[src/rtl/pbwq_pkg.sv]
`timescale 1ns / 1ps
// ----------------------------------------------------------------------------
// pbwq_pkg - shared types for the power button window qualifier
// Register widths, reset values, event codes and the state record.
// ----------------------------------------------------------------------------
package pbwq_pkg;

   localparam int unsigned WinWidth   = 10;
   localparam int unsigned ThrWidth   = 11;
   localparam int unsigned CountWidth = 11;
   localparam int unsigned CsrWidth   = 11;

   localparam logic [WinWidth-1:0] WinReset    = 10'd100;
   localparam logic [ThrWidth-1:0] OnThrReset  = 11'd75;
   localparam logic [ThrWidth-1:0] OffThrReset = 11'd60;

   // Configuration register indexes
   typedef enum logic [1:0] {
      CSR_WINDOW_LENGTH = 2'd0,
      CSR_ON_THRESHOLD  = 2'd1,
      CSR_OFF_THRESHOLD = 2'd2
   } csr_index_type;

   // Event reported with each result
   typedef enum logic [1:0] {
      EVT_NONE = 2'd0,
      EVT_ON   = 2'd1,
      EVT_OFF  = 2'd2
   } evt_type;

   typedef struct packed {
      logic [WinWidth-1:0] window_length;
      logic [ThrWidth-1:0] on_threshold;
      logic [ThrWidth-1:0] off_threshold;
   } cfg_type;

   typedef struct packed {
      logic                  power_is_on;
      logic                  check_active;
      logic                  await_release;
      logic [CountWidth-1:0] tick_count;
      logic [CountWidth-1:0] press_count;
   } state_type;

endpackage

[src/rtl/pbwq_step.sv]
`timescale 1ns / 1ps
// ----------------------------------------------------------------------------
// pbwq_step - next-state logic for one button sample
// Opens, counts and closes the check window and decides power switching.
// ----------------------------------------------------------------------------
module pbwq_step
   import pbwq_pkg::*;
(
   input  state_type cur,
   input  cfg_type   cfg,
   input  logic      pressed,
   output state_type nxt,
   output evt_type   evt
);

   logic                  opening;
   logic                  counting;
   logic [CountWidth-1:0] tick_inc;
   logic [CountWidth-1:0] press_inc;
   logic                  closing;

   // Window opens on a pressed sample when nothing else is going on
   assign opening   = !cur.await_release && !cur.check_active && pressed;
   assign counting  = !cur.await_release && (cur.check_active || pressed);
   assign tick_inc  = (opening ? '0 : cur.tick_count) + CountWidth'(1);
   assign press_inc = (opening ? '0 : cur.press_count) + CountWidth'(pressed);
   assign closing   = counting && (tick_inc > {1'b0, cfg.window_length});

   always_comb begin
      nxt = cur;
      evt = EVT_NONE;
      if (cur.await_release) begin
         // a released sample ends the wait
         if (!pressed) begin
            nxt.await_release = 1'b0;
         end
      end else if (counting) begin
         nxt.check_active = 1'b1;
         nxt.tick_count   = tick_inc;
         nxt.press_count  = press_inc;
         if (closing) begin
            nxt.check_active = 1'b0;
            nxt.tick_count   = '0;
            nxt.press_count  = '0;
            nxt.await_release = pressed;
            if (!cur.power_is_on) begin
               if (press_inc > cfg.on_threshold) begin
                  nxt.power_is_on = 1'b1;
                  evt = EVT_ON;
               end
            end else if (press_inc > cfg.off_threshold) begin
               nxt.power_is_on = 1'b0;
               evt = EVT_OFF;
            end
         end
      end
   end

endmodule

[src/rtl/power_button_window_qualifier_core.sv]
`timescale 1ns / 1ps
// ----------------------------------------------------------------------------
// power_button_window_qualifier_core - windowed debounce of a power button
// Qualifies a sampled button level over a counting window and drives power.
// ----------------------------------------------------------------------------
// One button sample is taken per transfer and one result comes back for each,
// carrying the power drive, the switch event of that sample and whether a
// check window is running. Samples are accepted every cycle unless the input
// side stalls. A result is presented from the result register once its
// sample has left the input register. The whole update of the window
// counters and power state fits between the input register and the result
// register. The input side stalls only while a finished result is held back
// by the output side.
// Configuration writes through the csr port take effect on the next sample.
module power_button_window_qualifier_core
   import pbwq_pkg::*;
(
   input  logic                clock,
   input  logic                reset,
   input  logic                req_valid,
   output logic                req_stall,
   input  logic                req_button_pressed,
   output logic                rsp_valid,
   input  logic                rsp_stall,
   output logic                rsp_power_enable,
   output logic [1:0]          rsp_event_code,
   output logic                rsp_checking_now,
   input  logic                csr_we,
   input  logic [1:0]          csr_index,
   input  logic [CsrWidth-1:0] csr_wdata
);

   logic      in_valid_ff;
   logic      in_button_ff;
   logic      rsp_valid_ff;
   logic      rsp_power_ff;
   evt_type   rsp_event_ff;
   logic      rsp_check_ff;
   cfg_type   cfg_ff;
   cfg_type   cfg_in;
   state_type state_ff;
   state_type state_in;
   evt_type   evt_in;
   logic      advance;
   logic      req_take;

   // Move the held sample to the result register when it is free
   assign advance   = in_valid_ff && (!rsp_valid_ff || !rsp_stall);
   assign req_stall = in_valid_ff && !advance;
   assign req_take  = req_valid && !req_stall;

   pbwq_step u_step (
      .cur     (state_ff),
      .cfg     (cfg_ff),
      .pressed (in_button_ff),
      .nxt     (state_in),
      .evt     (evt_in)
   );

   // Decode register writes
   always_comb begin
      cfg_in = cfg_ff;
      if (csr_we) begin
         unique case (csr_index)
            CSR_WINDOW_LENGTH: cfg_in.window_length = csr_wdata[WinWidth-1:0];
            CSR_ON_THRESHOLD:  cfg_in.on_threshold  = csr_wdata[ThrWidth-1:0];
            CSR_OFF_THRESHOLD: cfg_in.off_threshold = csr_wdata[ThrWidth-1:0];
            default:           cfg_in = cfg_ff;
         endcase
      end
   end

   // Hold configuration
   always_ff @(posedge clock) begin
      if (reset) begin
         cfg_ff.window_length <= WinReset;
         cfg_ff.on_threshold  <= OnThrReset;
         cfg_ff.off_threshold <= OffThrReset;
      end else begin
         cfg_ff <= cfg_in;
      end
   end

   // Input register
   always_ff @(posedge clock) begin
      if (reset) begin
         in_valid_ff <= 1'b0;
      end else if (req_take) begin
         in_valid_ff <= 1'b1;
      end else if (advance) begin
         in_valid_ff <= 1'b0;
      end
   end

   always_ff @(posedge clock) begin
      if (req_take) begin
         in_button_ff <= req_button_pressed;
      end
   end

   // Advance qualifier state once per sample
   always_ff @(posedge clock) begin
      if (reset) begin
         state_ff <= '0;
      end else if (advance) begin
         state_ff <= state_in;
      end
   end

   // Result register
   always_ff @(posedge clock) begin
      if (reset) begin
         rsp_valid_ff <= 1'b0;
      end else if (advance) begin
         rsp_valid_ff <= 1'b1;
      end else if (!rsp_stall) begin
         rsp_valid_ff <= 1'b0;
      end
   end

   always_ff @(posedge clock) begin
      if (advance) begin
         rsp_power_ff <= state_in.power_is_on;
         rsp_event_ff <= evt_in;
         rsp_check_ff <= state_in.check_active;
      end
   end

   assign rsp_valid        = rsp_valid_ff;
   assign rsp_power_enable = rsp_power_ff;
   assign rsp_event_code   = rsp_event_ff;
   assign rsp_checking_now = rsp_check_ff;

   // A window and a release wait never run together
   a_excl_phase : assert property (@(posedge clock) disable iff (reset)
      state_ff.check_active |-> !state_ff.await_release)
      else $error("check window open while awaiting release");

   // Counters are clear outside a window
   a_idle_clear : assert property (@(posedge clock) disable iff (reset)
      !state_ff.check_active |-> (state_ff.tick_count == '0 && state_ff.press_count == '0))
      else $error("window counters not cleared");

   // Presses never outnumber ticks
   a_press_le_tick : assert property (@(posedge clock) disable iff (reset)
      state_ff.press_count <= state_ff.tick_count)
      else $error("press count above tick count");

   // Event agrees with the reported power level
   a_evt_power : assert property (@(posedge clock) disable iff (reset)
      (rsp_valid_ff && rsp_event_ff == EVT_ON) |-> rsp_power_ff)
      else $error("switch-on event with power off");

   a_evt_off : assert property (@(posedge clock) disable iff (reset)
      (rsp_valid_ff && rsp_event_ff == EVT_OFF) |-> !rsp_power_ff)
      else $error("switch-off event with power on");

endmodule
[config.mk]
export PLATFORM = sky130hd
export DESIGN_NAME = power_button_window_qualifier_core
export DESIGN_NICKNAME = d
export VERILOG_FILES = /design/src/rtl/pbwq_pkg.sv /design/src/rtl/pbwq_step.sv /design/src/rtl/power_button_window_qualifier_core.sv
export SDC_FILE = /design/constraint.sdc
export NUM_CORES = 1
export LEC_CHECK = 0
export BUFFER_PORTS_ARGS = -buffer_cell sky130_fd_sc_hd__buf_2
export CAP_MARGIN = 20
export CORE_MARGIN = 3
export CORE_UTILIZATION = 65
export CTS_BUF_LIST = sky130_fd_sc_hd__clkbuf_16
export CTS_CLUSTER_SIZE = 28
export DETAILED_ROUTE_END_ITERATION = 8
export PLACE_DENSITY_LB_ADDON = 0.3
export RECOVER_POWER = 100
export SLEW_MARGIN = 25
export SYNTH_ARGS = -nofsm -noshare
export SYNTH_HDL_FRONTEND = slang
export SYNTH_HIERARCHICAL = 1
export SYNTH_SLANG_ARGS = --single-unit
[constraint.sdc]
create_clock -name clock -period 7.6 [get_ports clock]
set_clock_uncertainty 0.05 [all_clocks]
set_input_delay 0 -clock clock [delete_from_list [all_inputs] [get_ports clock]]
set_output_delay 0 -clock clock [all_outputs]
set_load 0.02 [all_outputs]
=== After elaboration in Yosys (flattened, before gate mapping) ===
Cells that the tools add are included.

* Register bits after elaboration: 64
* Latch bits: 0
* Memory bits (writable): 0
* ROM bits: 0
* Bits of input ports: 19
* Output and inout port bits: 6
* Word-level logic and storage cells: 64
* Memories kept: 0

* Add/sub/neg operators: 2
* $mul: 0
* Divide/modulo/power cells: 0
* Order comparisons: 3
* Equality and inequality tests: 3
* Shift-type cells: 0
* Mux-type cells: 17
* Bitwise gates (word level): 3
* Reductions and logical operators: 22

{| class="wikitable"
|+ Operators with widths
! kind !! count
|-
| 25-bit two-way mux || 2
|-
| 11-bit greater-than comparator || 2
|-
| 11-bit two-way mux || 2
|-
| 11-bit by 1-bit adder with 11-bit output || 1
|-
| 11-bit by 1-bit adder with 11-bit output, second input constant || 1
|-
| 11-bit by 10-bit greater-than comparator with 1-bit output || 1
|-
| 1-bit two-way mux || 10
|-
| 1-bit logical AND || 7
|-
| 1-bit zero test || 6
|-
| 2-bit two-way mux || 3
|-
| 2-bit AND reduction || 3
|-
| 1-bit inverter || 3
|-
| 3-bit AND reduction || 1
|-
| 3-bit OR reduction || 1
|-
| 2-bit by 1-bit equality test with 1-bit output, second input constant || 1
|-
| 2-bit equality test, second input constant || 1
|-
| 2-bit zero test || 1
|-
| 1-bit logical OR || 2
|-
| 2-bit by 1-bit != test with 1-bit output, second input constant || 1
|-
| 2-bit nonzero test || 1
|}

=== Logic depth before layout (Yosys ltp) ===
Gate-level depths: netlist of the first run.

* Depth after elaboration: 11
* Gate-level depth with buffers: 18
* Depth with buffers taken out: 18

=== By module ===
The synthesis of the first run kept the hierarchy.

{| class="wikitable"
|+ Modules (own cells, without submodules)
! module !! instances !! cells an instance !! area an instance (sq um) !! sequential area each (sq um)
|-
| power_button_window_qualifier_core || 1 || 251 || 2665.1 || 1331.3
|-
| pbwq_step || 1 || 253 || 1676.6 || 0.0
|}

=== Worst setup path after synthesis of the first run ===
OpenSTA, ideal clock, no wires.

* Path kind: register to register
* Start point: reg in_button_ff
* End point: reg state_ff[19] in the netlist's numbering
* Library setup time: 0.072 ns
* Data arrival time: 3.426 ns
* Data required time: 7.478 ns
* Path slack: 4.052 ns
* Cell stages (with the launch flop): 18
* Path buffers: 1
* Period minus slack after synthesis: 3.548 ns
* Cell sequence: edfxtp_1 -> nor3b_2 -> nor2b_1 -> ha_1 -> nand2_1 -> nor4b_4 -> nand3_1 -> xor2_1 -> nor2_1 -> ha_1 -> a211oi_1 -> o221ai_1 -> a21oi_1 -> o21ai_2 -> buf_6 -> o41ai_4 -> nand2b_1 -> mux2i_1

* Cells in the longest elaborated chain, start to end: 6
* Elaborated cells between the ends (all ways): 9
* Those cells by class: 1 x add/sub; 1 x order compare; 2 x mux; 5 x reduce/logical

{| class="wikitable"
|+ Ends and longest elaborated chain
! what !! line !! source
|-
| from (decl) || power_button_window_qualifier_core.sv:34 || <nowiki>logic in_button_ff;</nowiki>
|-
| from (signal assigned) || power_button_window_qualifier_core.sv:97 || <nowiki>in_button_ff <= req_button_pressed;</nowiki>
|-
| 1-bit logical AND || pbwq_step.sv:23 || <nowiki>assign opening = !cur.await_release && !cur.check_active && pressed;</nowiki>
|-
| 11-bit two-way mux || pbwq_step.sv:25 || <nowiki>assign tick_inc = (opening ? '0 : cur.tick_count) + CountWidth'(1);</nowiki>
|-
| 11-bit by 1-bit adder with 11-bit output || pbwq_step.sv:25 ||
|-
| 11-bit by 10-bit greater-than comparator with 1-bit output || pbwq_step.sv:27 || <nowiki>assign closing = counting && (tick_inc > {1'b0, cfg.window_length});</nowiki>
|-
| 1-bit logical AND || pbwq_step.sv:27 ||
|-
| 25-bit two-way mux || pbwq_step.sv:41 || <nowiki>if (closing) begin</nowiki>
|-
| to (signal assigned) || power_button_window_qualifier_core.sv:106 || <nowiki>state_ff <= state_in;</nowiki>
|-
| to (decl) || power_button_window_qualifier_core.sv:41 || <nowiki>state_type state_ff;</nowiki>
|}

Parallel ways exist; a longest one is shown, timed or not.
A chain may end at the register's enable or synchronous reset.

==> results of run 1 <==
[final timing paths]
check                                                 end                 startpoint
worst min-delay path              cfg_ff[28]$_SDFFE_PP1P_                     csr_we
worst min register to register    cfg_ff[16]$_SDFFE_PP0P_    cfg_ff[16]$_SDFFE_PP0P_
worst max-delay path            state_ff[24]$_SDFFE_PP0P_  state_ff[22]$_SDFFE_PP0P_
worst max register to register  state_ff[24]$_SDFFE_PP0P_  state_ff[22]$_SDFFE_PP0P_
[cells by family after synthesis]
| kind of cell | count (synthesis) | synth area share [%] |
|---|---|---|
| and+or+nand+nor | 215 | 26.37 |
| DFF | 64 | 30.66 |
| buffers and inverters | 61 | 6.311 |
| muxes | 57 | 13.14 |
| AOI/OAI and AO/OA | 54 | 9.799 |
| adders and majority gates | 35 | 10.09 |
| xor gates and xnor gates | 18 | 3.631 |
[flip-flops by register name, summed over array words and instances (netlist names)]
register          cells
cfg_ff               32
state_ff             25
rsp_event_code        2
in_button_ff          1
in_valid_ff           1
rsp_checking_now      1
rsp_power_enable      1
rsp_valid             1
[metal layers]
layer	up-vias	global-route usage (%)
li1	1758	-
met1	1706	33.47
met5	-	0
met3	39	6.773
met2	151	51.16
met4	0	14.37
[cell usage after synthesis, types with 3 or more instances]
cell	number	share of area, %
nand2b_1	83	12
dfxtp_1	59	27
mux2i_1	57	13
nand2_1	48	4.1
nor2_1	44	3.8
inv_1	36	3.1
ha_1	35	10
a21oi_1	14	1.6
o21ai_0	14	1.6
clkbuf_1	12	1.0
xnor2_1	12	2.4
nand3_1	8	0.92
nand4_1	7	1.0
o41ai_2	7	2.6
and3_1	6	0.86
buf_2	6	0.69
nor2b_1	6	0.86
xor2_1	6	1.2
edfxtp_1	5	3.5
buf_6	4	1.0
a21o_1	3	0.52
[placed cells by master (no fill, tap or decap), types with 3 or more instances in the layout]
cell type,instances
o41ai_1,9
clkbuf_1,10
mux2i_1,57
clkinvlp_4,4
a21o_1,3
a21oi_1,14
inv_1,36
dfxtp_1,59
nand4_1,7
o21ai_0,14
nand2b_1,83
nand3_1,8
nand2_1,48
nor2b_1,6
xnor2_1,12
xor2_1,6
nor2_1,44
ha_1,35
and3_1,6
edfxtp_1,5
dlygate4sd3_1,18
clkbuf_16,9
buf_2,16
[worst min-delay path, stage by stage]
cell,delay [ns]
buf_2,0.12
nor3b_1,0.19
mux2i_1,0.13
[metrics by stage]
stage          area, sq um  worst slack (ns)  total power [mW]  hold slack [ns]
3_5_place_dp          4464             2.987            0.4358           0.1477
6_report              4812             2.490            0.8253           0.1019
2_1_floorplan         4342             4.052            0.4165          0.04887
5_1_grt               4812             2.044            0.8526           0.1140
3_3_place_gp          4464             3.240            0.4329           0.1487
4_1_cts               4926             2.981            0.8251          0.07225
[cell type report]
type,instances,area (sq um),area share (%)
timing repair buffer,46,312.8,6.500
multi-input combinational,379,2651,55.10
clock buffer,9,225.2,4.680
tap,77,96.34,2.002
clock inverter,7,56.30,1.170
sequential,64,1331,27.67
inverter,37,138.9,2.886
[where the power goes]
part | leakage (nW) | internal (mW) | switching, mW
logic | 1.35 | 0.0368 | 0.0463
clock network | 0.125 | 0.223 | 0.164
registers | 0.527 | 0.349 | 0.00589
[timing repair]
action / in CTS / in global routing
resized for setup: 0 / 0
hold endpoints to repair: 35 / 0
hold buffers: 18 / 0
setup buffers: 0 / 0
==> impl_metrics.json, run 1 <==
{
  "clock_latency_ns": 0.33,
  "slowest_delay_ns": 0.83,
  "rr_worst_depth": 18,
  "grt_pass1_vias": 3729,
  "wirelength_mm": 10.44,
  "fill_cells": 439,
  "leakagePower_nw": 2.000,
  "critPathBufInv": 1,
  "crit_path_end_kind": "flip-flop",
  "slowest_stage": "clkbuf_1",
  "ant_nets": 0,
  "diodes": 0,
  "syn-num-nets": 558,
  "port_buffers": 24,
  "crit_type": "reg -> reg",
  "critPathTopFamily": "simple AND/OR/NAND/NOR gates",
  "grt_overflow": 0,
  "hpwl_mm": 6.902,
  "drtPass1Iterations": 5,
  "wl_met1_mm": 4.193,
  "cts_num_sinks": 64,
  "ios": 25,
  "worst_pin_slew_ns": 2.003,
  "row_count": 29,
  "num-nets-final": 591,
  "fin_cells": 619,
  "worstHoldPathCells": 3,
  "htreeDepth": 3,
  "status": "finished with violations",
  "antenna_found_initial": 0,
  "cts.path.max_buffers": 2,
  "start_kind": "flip-flop",
  "path_max_fanout": 24,
  "highest_layer": "met4",
  "cp_data_arrival_time_ns": 5.20,
  "fp.dieW_microns": 87.73,
  "drc": 0,
  "drive_gt1_share_pct": 6.827,
  "slew_headroom_pct": -33.53,
  "hold_path_class": "in -> reg",
  "synth_enable_flop_cells": 5,
  "async_flop_share_pct": 0,
  "core-area_sq_um": 6422,
  "vias": 3654,
  "wl_met2_mm": 5.302,
  "violations": "max-capacitance violations, max-slew violations",
  "peakVddDrop_uv": 130.3,
  "cts_tree": "built",
  "gp_congestion": 0.9388,
  "critical_path.cell_chain": "nor3b_4 -> nor2b_1 -> ha_1 -> nand2_1 -> nor4b_1 -> nand3_1 -> xor2_1 -> nor2_1 -> ha_1 -> nand4_1 -> o221ai_1 -> a21oi_1 -> o21ai_2 -> clkbuf_1 -> nand3_1 -> a21o_1 -> nand2b_1 -> mux2i_1",
  "synth_ff_type": "dfxtp_1",
  "place_inst": 585,
  "cts_root_buffer": "clkbuf_16",
  "setup_violations": 0,
  "power_density_nw_per_um2": 171.5,
  "drv_slew": 30,
  "synthDistinctLibCells": 44,
  "grt_usage_pct": 29.29,
  "syn_area_per_cell_sq_um": 8.614,
  "rsz0062_at_grt": "no",
  "cts-buffers-inserted": 9,
  "min_period_over_period_pct": 67.24,
  "fin_util_pct": 74.93,
  "syn_inst": 504,
  "path_clk_slew_ns": 0.06,
  "start_util_pct": 67.60,
  "grt_pass1_wl_mm": 17.33,
  "wl_met3_microns": 585,
  "syn2layout_area_growth_pct": 10.84,
  "synth_warnings": 6,
  "die_y_microns": 87.73,
  "drt_iter0_drc": 325,
  "grt_max_degree": 103,
  "wl_per_cell_microns": 16.86,
  "syn_area_sq_um": 4342,
  "synth_seq_cells": 64,
  "die_area_sq_um": 7697,
  "fin_crit_ns": 5.110,
  "path_depth": 18,
  "crit_required_ns": 7.69,
  "routed_via_density": 5.903,
  "hold_viol_final": 0,
  "maxCapViolations": 1,
  "setup_tns_ns": 0,
  "clock.fmax_mhz": 195.7,
  "seq_area_frac_synth_pct": 30.66,
  "reg2reg_setup_slack_ns": 2.49
}
Power figures use the tool's default switching activity.
==> run 2, diff against run 1 <==
--- a/config.mk
+++ b/config.mk
@@ -8,7 +8,7 @@
 export BUFFER_PORTS_ARGS = -buffer_cell sky130_fd_sc_hd__buf_2
 export CAP_MARGIN = 20
 export CORE_MARGIN = 3
-export CORE_UTILIZATION = 65
+export CORE_UTILIZATION = 62
 export CTS_BUF_LIST = sky130_fd_sc_hd__clkbuf_16
 export CTS_CLUSTER_SIZE = 28
 export DETAILED_ROUTE_END_ITERATION = 8
==> constraint.sdc (replaced) <==
create_clock -name clock -period 5.2 [get_ports clock]
set_clock_uncertainty 0.05 [all_clocks]
set_input_delay 0 -clock clock [delete_from_list [all_inputs] [get_ports clock]]
set_output_delay 0 -clock clock [all_outputs]
set_load 0.02 [all_outputs]
==> run 2 against run 1 <==
- the flow still finishes with violations (max-capacitance violations, max-slew violations)
- routed wire length is 0.52% lower
- register-to-register slack worse by 1.7 ns
- sequential cell count stayed put
- sequential power is 46% higher
- non-clock buffer count is 1 higher
- critical path depth is 1 lower
- setup slack worse by 1.7 ns
- combinational power is 47% higher
- critical path type unchanged
- largest cell class unchanged
- largest power group unchanged
- highest routed layer unchanged
==> impl_metrics.json, run 2 (synthesis gave the netlist of run 1 again) <==
{
  "violations": "max-capacitance violations, max-slew violations",
  "leakagePower_nw": 2.070,
  "drtPass1Iterations": 5,
  "final_common_cell": "nand2b_1",
  "pwr-share-seq_pct": 39.1,
  "ios": 25,
  "drt_iter0_drc": 232,
  "fin_ws_ns": 0.7820,
  "row_count": 29,
  "antenna_found_initial": 0,
  "port_buffers": 24,
  "peakVddDrop_uv": 211.2,
  "crit_top_cell": "ha_1",
  "power_density_nw_per_um2": 269.8,
  "drc": 0,
  "rsz0062_at_grt": "no",
  "cp_data_arrival_time_ns": 4.50,
  "p_clk_share_pct": 51.7,
  "grt_overflow": 0,
  "hold_path_class": "in -> reg",
  "setup_violations": 0,
  "critPathTopFamily": "simple AND/OR/NAND/NOR gates",
  "combPwrFrac_pct": 9.2,
  "vias": 3605,
  "path_max_fanout": 16,
  "wl_per_cell_microns": 16.33,
  "ant_nets": 0,
  "worst_pin_slew_ns": 2.016,
  "crit_type": "reg -> reg",
  "hold_viol_final": 0,
  "cts_setup_buffers": 0,
  "grt_usage_pct": 28.01,
  "path_clk_slew_ns": 0.05,
  "htreeDepth": 3,
  "maxCapViolations": 1,
  "die_area_sq_um": 8043,
  "grt_pass1_vias": 3700,
  "crit_path_end_kind": "flip-flop",
  "die_y_microns": 89.68,
  "start_kind": "flip-flop",
  "layout_common_cells": "nand2b_1, dfxtp_1, mux2i_1",
  "critPathBufInv": 1,
  "grt_max_degree": 103,
  "cts.path.max_buffers": 2,
  "p_sw_mw": 0.3008,
  "swShare_pct": 22.65,
  "grt_pass1_wl_mm": 17.31,
  "core-area_sq_um": 6568,
  "largest_reg_flops": 32,
  "num-nets-final": 592,
  "diodes": 0,
  "wirelength_mm": 10.38,
  "min_period_over_period_pct": 84.96,
  "cts_num_sinks": 64,
  "crit_required_ns": 5.28,
  "cts-buffers-inserted": 9,
  "setup_tns_ns": 0,
  "routed_via_density": 5.668,
  "syn2layout_area_growth_pct": 13.37,
  "status": "finished with violations",
  "slowest_stage": "dfxtp_1",
  "slew_headroom_pct": -34.41,
  "fill_cells": 464,
  "fp.dieW_microns": 89.68,
  "gp_congestion": 0.8430,
  "top_register": "cfg_ff",
  "clock_latency_ns": 0.33,
  "dp_slack_ns": 0.7582,
  "drive_gt1_share_pct": 7.551,
  "fin_crit_ns": 4.418,
  "drv_slew": 30,
  "start_util_pct": 66.11,
  "clock.fmax_mhz": 226.3,
  "critical_path.cell_chain": "nor3b_2 -> nor2b_1 -> ha_1 -> nand2_1 -> nor4b_4 -> nand3_1 -> xor2_1 -> nor2_1 -> ha_1 -> nand4_1 -> o221ai_1 -> a21oi_1 -> o21ai_2 -> buf_4 -> o41ai_1 -> nand2b_1 -> mux2i_1",
  "hpwl_mm": 6.936,
  "p_int_mw": 1.027,
  "slowest_delay_ns": 0.68,
  "cts_root_buffer": "clkbuf_16",
  "cts_tree": "built"
}
-- run 2: cell types whose count changed in the layout (fill, tap and decap cells not counted), sizes merged --
cell,delta
clkinv,+2
bufinv,+3
clkinvlp,-3
buf,+3
clkbuf,-2
inv,-2
-- run 2: worst min-delay path: stages --
cell and delay [ns]:
buf_2 0.12, nand3b_1 0.32, mux2i_1 0.12
-- run 2: timing repair --
item	in CTS	in global routing
endpoints found under the hold margin	35	0
hold buffers	18	0
setup endpoints to repair	0	0
resized for setup	0	0
-- run 2: area by class of cell --
class	count	area (sq um)	area share, %
Clock buffer	9	225.2	4.575
Sequential cell	64	1331	27.05
Tap cell	93	116.4	2.364
Multi-Input combinational cell	379	2675	54.35
Inverter	37	138.9	2.822
Timing Repair Buffer	47	325.3	6.609
Clock inverter	7	110.1	2.237
-- run 2: power groups by stage --
stage | sequential (mW) | clock, mW | combinational [mW]
6_report | 0.519 | 0.687 | 0.122
5_1_grt | 0.520 | 0.709 | 0.133
4_1_cts | 0.519 | 0.692 | 0.121
3_5_place_dp | 0.529 | 0 | 0.110
3_3_place_gp | 0.529 | 0 | 0.106
2_1_floorplan | 0.528 | 0 | 0.0805
-- run 2: per-stage QoR --
stage | total power, mW | utilization, % | hold WS [ns] | instance area (sq um) | cells
after floorplan | 0.6087 | - | 0.04887 | 4342 | 504
after global placement | 0.6341 | 68.39 | 0.1265 | 4492 | 602
after detailed placement | 0.6390 | 68.39 | 0.1296 | 4492 | 602
after CTS | 1.331 | 76.24 | 0.2143 | 5007 | 636
after global routing | 1.363 | 74.95 | 0.2633 | 4922 | 636
final | 1.328 | 74.95 | 0.2293 | 4922 | 636
-- run 2: worst paths after layout --
kind,depth (start not counted),slack [ns],endpoint,start
max,17,0.78,state_ff[19]$_SDFFE_PP0P_,state_ff[22]$_SDFFE_PP0P_
max reg2reg,17,0.78,state_ff[19]$_SDFFE_PP0P_,state_ff[22]$_SDFFE_PP0P_
min,3,0.23,cfg_ff[14]$_SDFFE_PP1P_,csr_we
min reg2reg,2,0.42,cfg_ff[6]$_SDFFE_PP0P_,cfg_ff[6]$_SDFFE_PP0P_
-- run 2: layer usage --
layer  up-vias  track usage, %  wire, microns  part of all wire (%)
met3        28           6.934            437                   4.2
met5         -               0              0                     0
met1      1714           32.42           4388                    42
met2       101           49.67           5272                    51
li1       1762               -              -                     -
met4         0           10.42            285                   2.7
